## src/hdl/pds_pkg.sv

```systemverilog
// shared types and constants for the path dot-segment simplifier
// no dependencies; imported by pds_ctrl, pds_dp and the top level
package pds_pkg;

	localparam int BUF_DEPTH    = 256;
	localparam int MAX_SEGMENTS = 128;
	localparam int BUF_AW       = $clog2(BUF_DEPTH);
	localparam int PTR_W        = BUF_AW + 1;
	localparam int STK_AW       = $clog2(MAX_SEGMENTS);
	localparam int TOP_W        = STK_AW + 1;

	localparam logic [7:0] SLASH_CHAR = 8'h2F;
	localparam logic [7:0] DOT_CHAR   = 8'h2E;

	localparam logic FUNC_BYTE = 1'b0;
	localparam logic FUNC_PULL = 1'b1;

	typedef struct packed {
		logic       func;
		logic [7:0] path_byte;
		logic       path_last;
	} req_t;

	typedef struct packed {
		logic [7:0] out_byte;
		logic       out_last;
		logic       out_ready;
		logic       overflow;
	} rsp_t;

	// controller to datapath
	typedef struct packed {
		logic byte_go;
		logic pull_go;
		logic open_seg;
		logic put_char;
		logic end_seg;
		logic pop_load;
		logic finish;
		logic deliver;
	} pds_cmd_t;

	// datapath to controller
	typedef struct packed {
		logic opening;
		logic last;
		logic pop_go;
		logic slot_free;
	} pds_sts_t;

endpackage

```

## src/hdl/pds_ram.sv

```systemverilog
// generic simple dual-port ram, one write and one registered read port
// no dependencies
module pds_ram #(
	parameter int WIDTH = 8,
	parameter int DEPTH = 256
) (
	input  logic                     clk,
	input  logic                     we,
	input  logic [$clog2(DEPTH)-1:0] waddr,
	input  logic [WIDTH-1:0]         wdata,
	input  logic                     re,
	input  logic [$clog2(DEPTH)-1:0] raddr,
	output logic [WIDTH-1:0]         rdata
);

	logic [WIDTH-1:0] mem_q [DEPTH];
	logic [WIDTH-1:0] rdata_q;

	always_ff @(posedge clk) begin
		if (we) begin
			mem_q[waddr] <= wdata;
		end
		if (re) begin
			rdata_q <= mem_q[raddr];
		end
	end

	assign rdata = rdata_q;

endmodule

```

## src/hdl/pds_ctrl.sv

```systemverilog
// sequencing state machine for the path simplifier
// depends on pds_pkg; drives pds_dp through the command struct
module pds_ctrl
	import pds_pkg::*;
(
	input  logic     clk,
	input  logic     arst_n,
	input  logic     req_valid,
	output logic     req_ready,
	input  req_t     req,
	input  pds_sts_t sts,
	output pds_cmd_t cmd
);

	typedef enum logic [6:0] {
		ST_IDLE  = 7'b0000001,
		ST_OPEN  = 7'b0000010,
		ST_PUTC  = 7'b0000100,
		ST_SEG   = 7'b0001000,
		ST_POP   = 7'b0010000,
		ST_FIN   = 7'b0100000,
		ST_PDATA = 7'b1000000
	} state_t;

	state_t state_q, state_d;

	always_ff @(posedge clk or negedge arst_n) begin
		if (!arst_n) begin
			state_q <= ST_IDLE;
		end else begin
			state_q <= state_d;
		end
	end

	always_comb begin
		state_d   = state_q;
		cmd       = '0;
		req_ready = 1'b0;
		unique case (state_q)
			ST_IDLE: begin
				req_ready = 1'b1;
				if (req_valid) begin
					if (req.func == FUNC_PULL) begin
						cmd.pull_go = 1'b1;
						state_d     = ST_PDATA;
					end else begin
						cmd.byte_go = 1'b1;
						if (req.path_byte == SLASH_CHAR) begin
							state_d = ST_SEG;
						end else if (sts.opening) begin
							state_d = ST_OPEN;
						end else begin
							state_d = ST_PUTC;
						end
					end
				end
			end
			ST_OPEN: begin
				cmd.open_seg = 1'b1;
				state_d      = ST_PUTC;
			end
			ST_PUTC: begin
				cmd.put_char = 1'b1;
				state_d      = sts.last ? ST_SEG : ST_IDLE;
			end
			ST_SEG: begin
				cmd.end_seg = 1'b1;
				if (sts.pop_go) begin
					state_d = ST_POP;
				end else begin
					state_d = sts.last ? ST_FIN : ST_IDLE;
				end
			end
			ST_POP: begin
				cmd.pop_load = 1'b1;
				state_d      = sts.last ? ST_FIN : ST_IDLE;
			end
			ST_FIN: begin
				cmd.finish = 1'b1;
				state_d    = ST_IDLE;
			end
			ST_PDATA: begin
				// hold the read until the output register can take it
				if (sts.slot_free) begin
					cmd.deliver = 1'b1;
					state_d     = ST_IDLE;
				end
			end
			default: begin
				state_d = ST_IDLE;
			end
		endcase
	end

endmodule

```

## src/hdl/pds_dp.sv

```systemverilog
// datapath of the path simplifier: pointers, segment tracking, output register
// depends on pds_pkg and pds_ram (path buffer and segment stack)
module pds_dp
	import pds_pkg::*;
(
	input  logic     clk,
	input  logic     arst_n,
	input  req_t     req,
	input  pds_cmd_t cmd,
	output pds_sts_t sts,
	output logic     rsp_valid,
	input  logic     rsp_ready,
	output rsp_t     rsp
);

	logic [7:0]       byte_q;
	logic             last_q;
	logic [PTR_W-1:0] wp_q;
	logic [PTR_W-1:0] rp_q;
	logic [PTR_W-1:0] seg_q;
	logic [1:0]       dot_q;
	logic             other_q;
	logic [TOP_W-1:0] top_q;
	logic             done_q;
	logic             ovf_q;
	rsp_t             rsp_q;
	logic             rsp_valid_q;

	logic              wp_full;
	logic              seg_empty;
	logic              is_dot1;
	logic              is_dot2;
	logic              seg_in_buf;
	logic              stk_full;
	logic [PTR_W-1:0]  idx;
	logic [PTR_W-1:0]  idx_next;
	logic [TOP_W-1:0]  top_dec;

	logic              buf_we;
	logic [7:0]        buf_wdata;
	logic [7:0]        buf_rdata;
	logic              stk_we;
	logic              stk_re;
	logic [BUF_AW-1:0] stk_rdata;

	assign wp_full    = (wp_q >= PTR_W'(BUF_DEPTH));
	assign seg_empty  = (dot_q == 2'd0) && !other_q;
	assign is_dot1    = !other_q && (dot_q == 2'd1);
	assign is_dot2    = !other_q && (dot_q == 2'd2);
	assign seg_in_buf = (seg_q < PTR_W'(BUF_DEPTH));
	assign stk_full   = (top_q >= TOP_W'(MAX_SEGMENTS));
	assign top_dec    = top_q - TOP_W'(1);
	assign idx        = (rp_q >= wp_q) ? '0 : rp_q;
	assign idx_next   = idx + PTR_W'(1);

	assign sts.opening   = done_q || seg_empty;
	assign sts.last      = last_q;
	assign sts.pop_go    = is_dot2 && (top_q != '0);
	assign sts.slot_free = !rsp_valid_q || rsp_ready;

	assign buf_we    = (cmd.open_seg || cmd.put_char) && !wp_full;
	assign buf_wdata = cmd.open_seg ? SLASH_CHAR : byte_q;
	assign stk_we    = cmd.end_seg && !seg_empty && !is_dot1 && !is_dot2
		&& seg_in_buf && !stk_full;
	assign stk_re    = cmd.end_seg && sts.pop_go;

	pds_ram #(
		.WIDTH (8),
		.DEPTH (BUF_DEPTH)
	) u_buf (
		.clk   (clk),
		.we    (buf_we),
		.waddr (wp_q[BUF_AW-1:0]),
		.wdata (buf_wdata),
		.re    (cmd.pull_go),
		.raddr (idx[BUF_AW-1:0]),
		.rdata (buf_rdata)
	);

	pds_ram #(
		.WIDTH (BUF_AW),
		.DEPTH (MAX_SEGMENTS)
	) u_stk (
		.clk   (clk),
		.we    (stk_we),
		.waddr (top_q[STK_AW-1:0]),
		.wdata (seg_q[BUF_AW-1:0]),
		.re    (stk_re),
		.raddr (top_dec[STK_AW-1:0]),
		.rdata (stk_rdata)
	);

	// incoming transaction fields, held while the byte is worked on
	always_ff @(posedge clk) begin
		if (cmd.byte_go) begin
			byte_q <= req.path_byte;
			last_q <= req.path_last;
		end
	end

	always_ff @(posedge clk or negedge arst_n) begin
		if (!arst_n) begin
			wp_q    <= '0;
			rp_q    <= '0;
			seg_q   <= '0;
			dot_q   <= '0;
			other_q <= 1'b0;
			top_q   <= '0;
			done_q  <= 1'b0;
			ovf_q   <= 1'b0;
		end else begin
			// a path byte after a finished path starts afresh
			if (cmd.byte_go && done_q) begin
				wp_q    <= '0;
				rp_q    <= '0;
				seg_q   <= '0;
				dot_q   <= '0;
				other_q <= 1'b0;
				top_q   <= '0;
				done_q  <= 1'b0;
				ovf_q   <= 1'b0;
			end
			if (cmd.open_seg) begin
				seg_q <= wp_q;
			end
			if (cmd.open_seg || cmd.put_char) begin
				if (wp_full) begin
					ovf_q <= 1'b1;
				end else begin
					wp_q <= wp_q + PTR_W'(1);
				end
			end
			if (cmd.put_char) begin
				if (byte_q == DOT_CHAR) begin
					if (dot_q != 2'd3) begin
						dot_q <= dot_q + 2'd1;
					end
				end else begin
					other_q <= 1'b1;
				end
			end
			if (cmd.end_seg && !seg_empty) begin
				if (is_dot1) begin
					wp_q <= seg_q;
				end else if (is_dot2) begin
					wp_q <= seg_q;
					if (top_q != '0) begin
						top_q <= top_dec;
					end
				end else if (seg_in_buf) begin
					if (!stk_full) begin
						top_q <= top_q + TOP_W'(1);
					end else begin
						// no room to keep the segment: roll its bytes back
						wp_q  <= seg_q;
						ovf_q <= 1'b1;
					end
				end
				dot_q   <= '0;
				other_q <= 1'b0;
			end
			if (cmd.pop_load) begin
				wp_q <= {1'b0, stk_rdata};
			end
			if (cmd.finish) begin
				done_q <= 1'b1;
				rp_q   <= '0;
			end
			if (cmd.deliver && done_q) begin
				if (wp_q == '0 || idx_next >= wp_q) begin
					rp_q <= '0;
				end else begin
					rp_q <= idx_next;
				end
			end
		end
	end

	// output register, refilled only when the downstream side has room
	always_ff @(posedge clk or negedge arst_n) begin
		if (!arst_n) begin
			rsp_valid_q <= 1'b0;
		end else if (cmd.deliver) begin
			rsp_valid_q <= 1'b1;
		end else if (rsp_ready) begin
			rsp_valid_q <= 1'b0;
		end
	end

	always_ff @(posedge clk) begin
		if (cmd.deliver) begin
			rsp_q.overflow <= ovf_q;
			if (!done_q) begin
				rsp_q.out_byte  <= '0;
				rsp_q.out_last  <= 1'b0;
				rsp_q.out_ready <= 1'b0;
			end else if (wp_q == '0) begin
				rsp_q.out_byte  <= SLASH_CHAR;
				rsp_q.out_last  <= 1'b1;
				rsp_q.out_ready <= 1'b1;
			end else begin
				rsp_q.out_byte  <= buf_rdata;
				rsp_q.out_last  <= (idx_next >= wp_q);
				rsp_q.out_ready <= 1'b1;
			end
		end
	end

	assign rsp_valid = rsp_valid_q;
	assign rsp       = rsp_q;

endmodule

```

## src/hdl/path_dot_segment_simplifier.sv

```systemverilog
// top level of the unix path simplifier
// depends on pds_pkg, pds_ctrl, pds_dp (which holds two pds_ram instances)

// A path enters one byte per transaction (func 0), with path_last on its final
// byte; slash runs and "." segments are dropped, ".." pops the last kept
// segment, and the canonical text is built in a 256-byte buffer with a
// 128-entry stack of segment starts. A pull transaction (func 1) returns the
// next byte of the canonical path, wrapping to the start after the last one,
// or "/" when nothing is kept, or a not-ready response while a path is open.
// A path byte passes through states in turn: the single buffer write port
// takes a segment's opening slash and the character in separate states, a
// segment end has a state of its own, and a ".." adds one for the registered
// stack read. A pull goes through the registered buffer read, and a new
// transaction is taken while a response still waits in the output register.
module path_dot_segment_simplifier
	import pds_pkg::*;
(
	input  logic clk,
	input  logic arst_n,
	input  logic req_valid,
	output logic req_ready,
	input  req_t req,
	output logic rsp_valid,
	input  logic rsp_ready,
	output rsp_t rsp
);

	pds_cmd_t cmd;
	pds_sts_t sts;

	pds_ctrl u_ctrl (
		.clk       (clk),
		.arst_n    (arst_n),
		.req_valid (req_valid),
		.req_ready (req_ready),
		.req       (req),
		.sts       (sts),
		.cmd       (cmd)
	);

	pds_dp u_dp (
		.clk       (clk),
		.arst_n    (arst_n),
		.req       (req),
		.cmd       (cmd),
		.sts       (sts),
		.rsp_valid (rsp_valid),
		.rsp_ready (rsp_ready),
		.rsp       (rsp)
	);

endmodule
```

## config.mk

```make
export PLATFORM = sky130hd
export DESIGN_NAME = path_dot_segment_simplifier
export DESIGN_NICKNAME = d
export VERILOG_FILES = /design/src/hdl/pds_pkg.sv /design/src/hdl/pds_ram.sv /design/src/hdl/pds_ctrl.sv /design/src/hdl/pds_dp.sv /design/src/hdl/path_dot_segment_simplifier.sv
export SDC_FILE = /design/constraint.sdc
export NUM_CORES = 2
export LEC_CHECK = 0
export BUFFER_PORTS_ARGS = -buffer_cell sky130_fd_sc_hd__buf_2
export CORE_MARGIN = 4
export CORE_UTILIZATION = 52
export DETAILED_ROUTE_END_ITERATION = 16
export GPL_ROUTABILITY_DRIVEN = 0
export PLACE_DENSITY = 0.81
export SYNTH_ARGS = -nofsm -noshare
export SYNTH_HDL_FRONTEND = slang
export SYNTH_SLANG_ARGS = --single-unit
```

## constraint.sdc

```tcl
create_clock -name clk -period 5.2 [get_ports clk]
set_input_delay 0.52 -clock clk [delete_from_list [all_inputs] [get_ports clk]]
set_output_delay 0.52 -clock clk [all_outputs]
set_load 0.005 [all_outputs]
```

==> results.cfg <==
[worst_setup_path]
critPathCaptureType = register
worstPathRequired_ps = 5900
crit_type = reg -> reg
ff2ff_path_depth = 15
arrival_ps = 5680
r2r_setup_slack_ps = 230
r2r-start = u_dp.wp_q[2]$_DFF_PN0_
cp-start-kind = register
crit_start = u_dp.wp_q[2]$_DFF_PN0_
crit_fanout = 23
r2r_end = u_dp.u_buf.rdata[3]$_DFFE_PP_

[yosys]
synth_top_cell_area_share_pct = 74.4
synth_warnings = 0
ys_ff_latch = 3156
synthCells = 7213
syn_avg_cell_area_sq_um = 17.4
syn_area_sq_mm = 0.125
synthAdderAreaFrac_pct = 0.299
synth_xor_area_share_pct = 0.119
synth_top_cell_by_area = edfxtp_1
synthDistinctLibCells = 91
ys_seq_area_share_pct = 75.4
synth_ff_type = edfxtp_1
synthTopCellsByArea = edfxtp_1 (74%), mux4_2 (7.1%), nor2_1 (2.2%)
synth_top_family_by_area = multiplexers
synth_edf_count = 3108
async_flop_share_pct = 1.52
synth_simple_gate_area_share_pct = 4.69
synthMuxAreaShare_pct = 10.2
synth-compound-area-share_pct = 7.35
synthesis.nets = 7257

[sta]
worstMarginPinSlew_ps = 1450
min_period_ps = 4970
tns_ps = 0
setup_viol = 0
finClkSkew_ps = 96.7
min_period_over_period_pct = 95.6
maxSlewHeadroom_pct = 2.87
rsz0062_at_grt = false
fmax_ghz = 0.201
final_max_slew_viol_count = 0
hold_violations = 0

[pwr]
power_frac_seq_pct = 46.0
pwr_density_cell_mw_per_mm2 = 469
pwr-share-comb_pct = 19.7
p_int_uw = 47300
swShare_pct = 28.4
power.switching_uw = 18800
clkPwrFrac_pct = 34.3
p_leak_uw = 0.0437
worst_ir_drop_vdd_mv = 0.690

[clock_tree]
clock-root-buffer = clkbuf_16
cts_tree = yes
post_cts_buffers = 0
cts_buffers = 319
clk_pin_slew_ps = 60
h-tree-depth = 5
cts.path.max_buffers = 4
clk_latency_ps = 980
cts_sinks = 3156

[layout]
final_nets = 7458
fill_cells = 16100
regArea_sq_mm = 0.0946
drive_gt1_share_pct = 17.9
multi_input_area_sq_mm = 0.0287
finalNonFillerCells = 10800
syn_to_final_growth_pct = 12.2

[drt]
routed_wl_microns = 345000
wl_per_cell_microns = 31.8
ant_nets = 0
vias_per_cell = 6.85
firstDrtPassIters = 9
route.vias.total = 74300
drc = 0
drt_iter0_drc = 13200

[floorplan]
rows = 180
start_util_pct = 52.2
dieArea_sq_mm = 0.249
boundaryPins = 27
die_h_microns = 499
die_w_microns = 499
core_sq_mm = 0.240

[global_route]
grt_max_degree = 168
grtUsageTotal_pct = 27.3
grt_pass1_wl_microns = 504000
antenna_found_initial = 14
grt_pass1_vias = 72800
grt-ovfl-total = 0

[hold_path]
hold_path_depth = 3
hold_path_startpoint = req[9]
hp-class = in -> reg
worstHoldEndpoint = u_ctrl.state_q[1]$_DFFE_PN0P_

[placed_design]
numPortBuffers = 26
dpl.cell_count = 10300
place_hpwl_microns = 195000

[job]
cap_viol_max_count = 0

[outcome]
outcome = finished, final reports clean
## logic make-up after synthesis
| family | after synthesis |
|---|---|
| simple gates | 1328 |
| xor+xnor | 17 |
| fa+ha+maj | 30 |
| compound gates | 1347 |
| mux | 774 |
| flops | 3156 |
| buf+inv | 561 |
## synth_stat cells (40+ instances only)
cell         n
nor2_1     727
a21oi_1    209
a31oi_1     66
o22ai_1    165
o221ai_1    80
mux2i_1    272
a211oi_1   142
nor2b_1     51
dfrtp_1     47
nor3_1      82
edfxtp_1  3108
o211ai_1    45
mux2_2     105
o21ai_0    285
o311ai_0    40
nand2_1    210
mux4_2     397
inv_1       74
buf_1       40
buf_2      165
clkbuf_1   250
nand3_1     73
## layout by cell type (no fill, tap or decap), types with 36 or more instances in the layout
cell       instances
bufinv_16         36
o211ai_1          45
edfxtp_1        3108
mux2i_1          272
buf_12            36
clkbuf_1          62
nand2_1          209
clkbuf_16        324
buf_4            290
mux2_2           105
nor2b_1           49
inv_1             72
clkinv_2          57
o22ai_1          165
a31oi_1           66
nor3_1            81
nor2_1           725
o21ai_0          285
clkinv_1          58
a211oi_1         142
o311ai_0          40
mux4_2           397
o221ai_1          80
nand3_1           72
a21oi_1          208
## power groups by stage
stage	Clock (uW)	Combinational [uW]	Sequential (uW)
6_report	22700	13000	30300
5_1_grt	23800	13500	30400
4_1_cts	22700	12700	30300
3_5_place_dp	0	12400	30800
3_3_place_gp	0	12100	30800
2_1_floorplan	0	7770	31000
## sequential cells by signal, summed over array words and instances (netlist names), 8 cells and up
register / count
u_dp.byte_q: 8
u_dp.rp_q: 9
u_dp.rsp: 11
u_dp.seg_q: 9
u_dp.top_q: 8
u_dp.u_buf.mem_q: 2048
u_dp.u_buf.rdata: 8
u_dp.u_stk.mem_q: 1024
u_dp.u_stk.rdata: 8
u_dp.wp_q: 9
## stage by stage
| stage | cell area [sq um] | setup WS (ps) | power, uW | hold WS [ps] | utilization [%] |
|---|---|---|---|---|---|
| 2_1_floorplan | 125000 | -2.05 | 38800 | 224 | - |
| 3_5_place_dp | 131000 | 110 | 43300 | 482 | 54.3 |
| 3_3_place_gp | 131000 | 140 | 42900 | 439 | 54.3 |
| 5_1_grt | 141000 | 92.7 | 67700 | 113 | 58.6 |
| 4_1_cts | 141000 | 57.6 | 65700 | 58.0 | 58.6 |
| 6_report | 141000 | 228 | 66000 | 155 | 58.6 |
## critical path, cell delays in order (launching register included)
cell and delay (ps):
dfrtp_1 550, inv_1 210, ha_1 350, nand2_1 80, o21a_1 180, buf_4 200
o2111ai_4 500, clkinv_2 460, buf_4 370, nand3_1 280, nor2_1 90, a2111oi_0 780
buf_4 230, nand3_1 100, buf_4 170, and4bb_1 170
## per-layer routing
layer	wire length (microns)	GRT usage (%)	vias up	share of wire [%]
li1	-	-	29500	-
met1	115000	35.4	36800	33
met2	159000	41.8	6613	46
met3	47900	8.11	1359	14
met4	22400	14.6	6	6.5
met5	34	0	-	0.0098
## worst max-delay path by stage
stage | to | slack (ps) | depth (start not counted)
4_1_cts | u_dp.rp_q[2]$_DFFE_PN0P_ | 60 | 17
3_3_place_gp | u_dp.rp_q[2]$_DFFE_PN0P_ | 140 | 17
5_1_grt | u_dp.u_buf.rdata[3]$_DFFE_PP_ | 90 | 15
2_1_floorplan | u_dp.u_buf.mem_q[0][0]$_DFFE_PP_ | -2 | 3
6_report | u_dp.u_buf.rdata[3]$_DFFE_PP_ | 230 | 15
3_5_place_dp | u_dp.rp_q[8]$_DFFE_PN0P_ | 110 | 17
## cell type report
type	instances	share of cell area, %
multi-input cells	3496	20.4
well taps	3185	2.83
diodes	14	0.0249
inverters	78	0.211
clock buffers	386	5.92
clock inverters	165	1.24
repair buffers	363	2.23
flip-flops and latches	3156	67.2
## timing repair
| action | in CTS | in global routing |
|---|---|---|
| hold buffers | 11 | 0 |
| endpoints found under the hold margin | 57 | 0 |
| resized for setup | 0 | 3 |
| setup endpoints to repair | 0 | 9 |
Note: power is estimated with default switching activity, not from simulation.
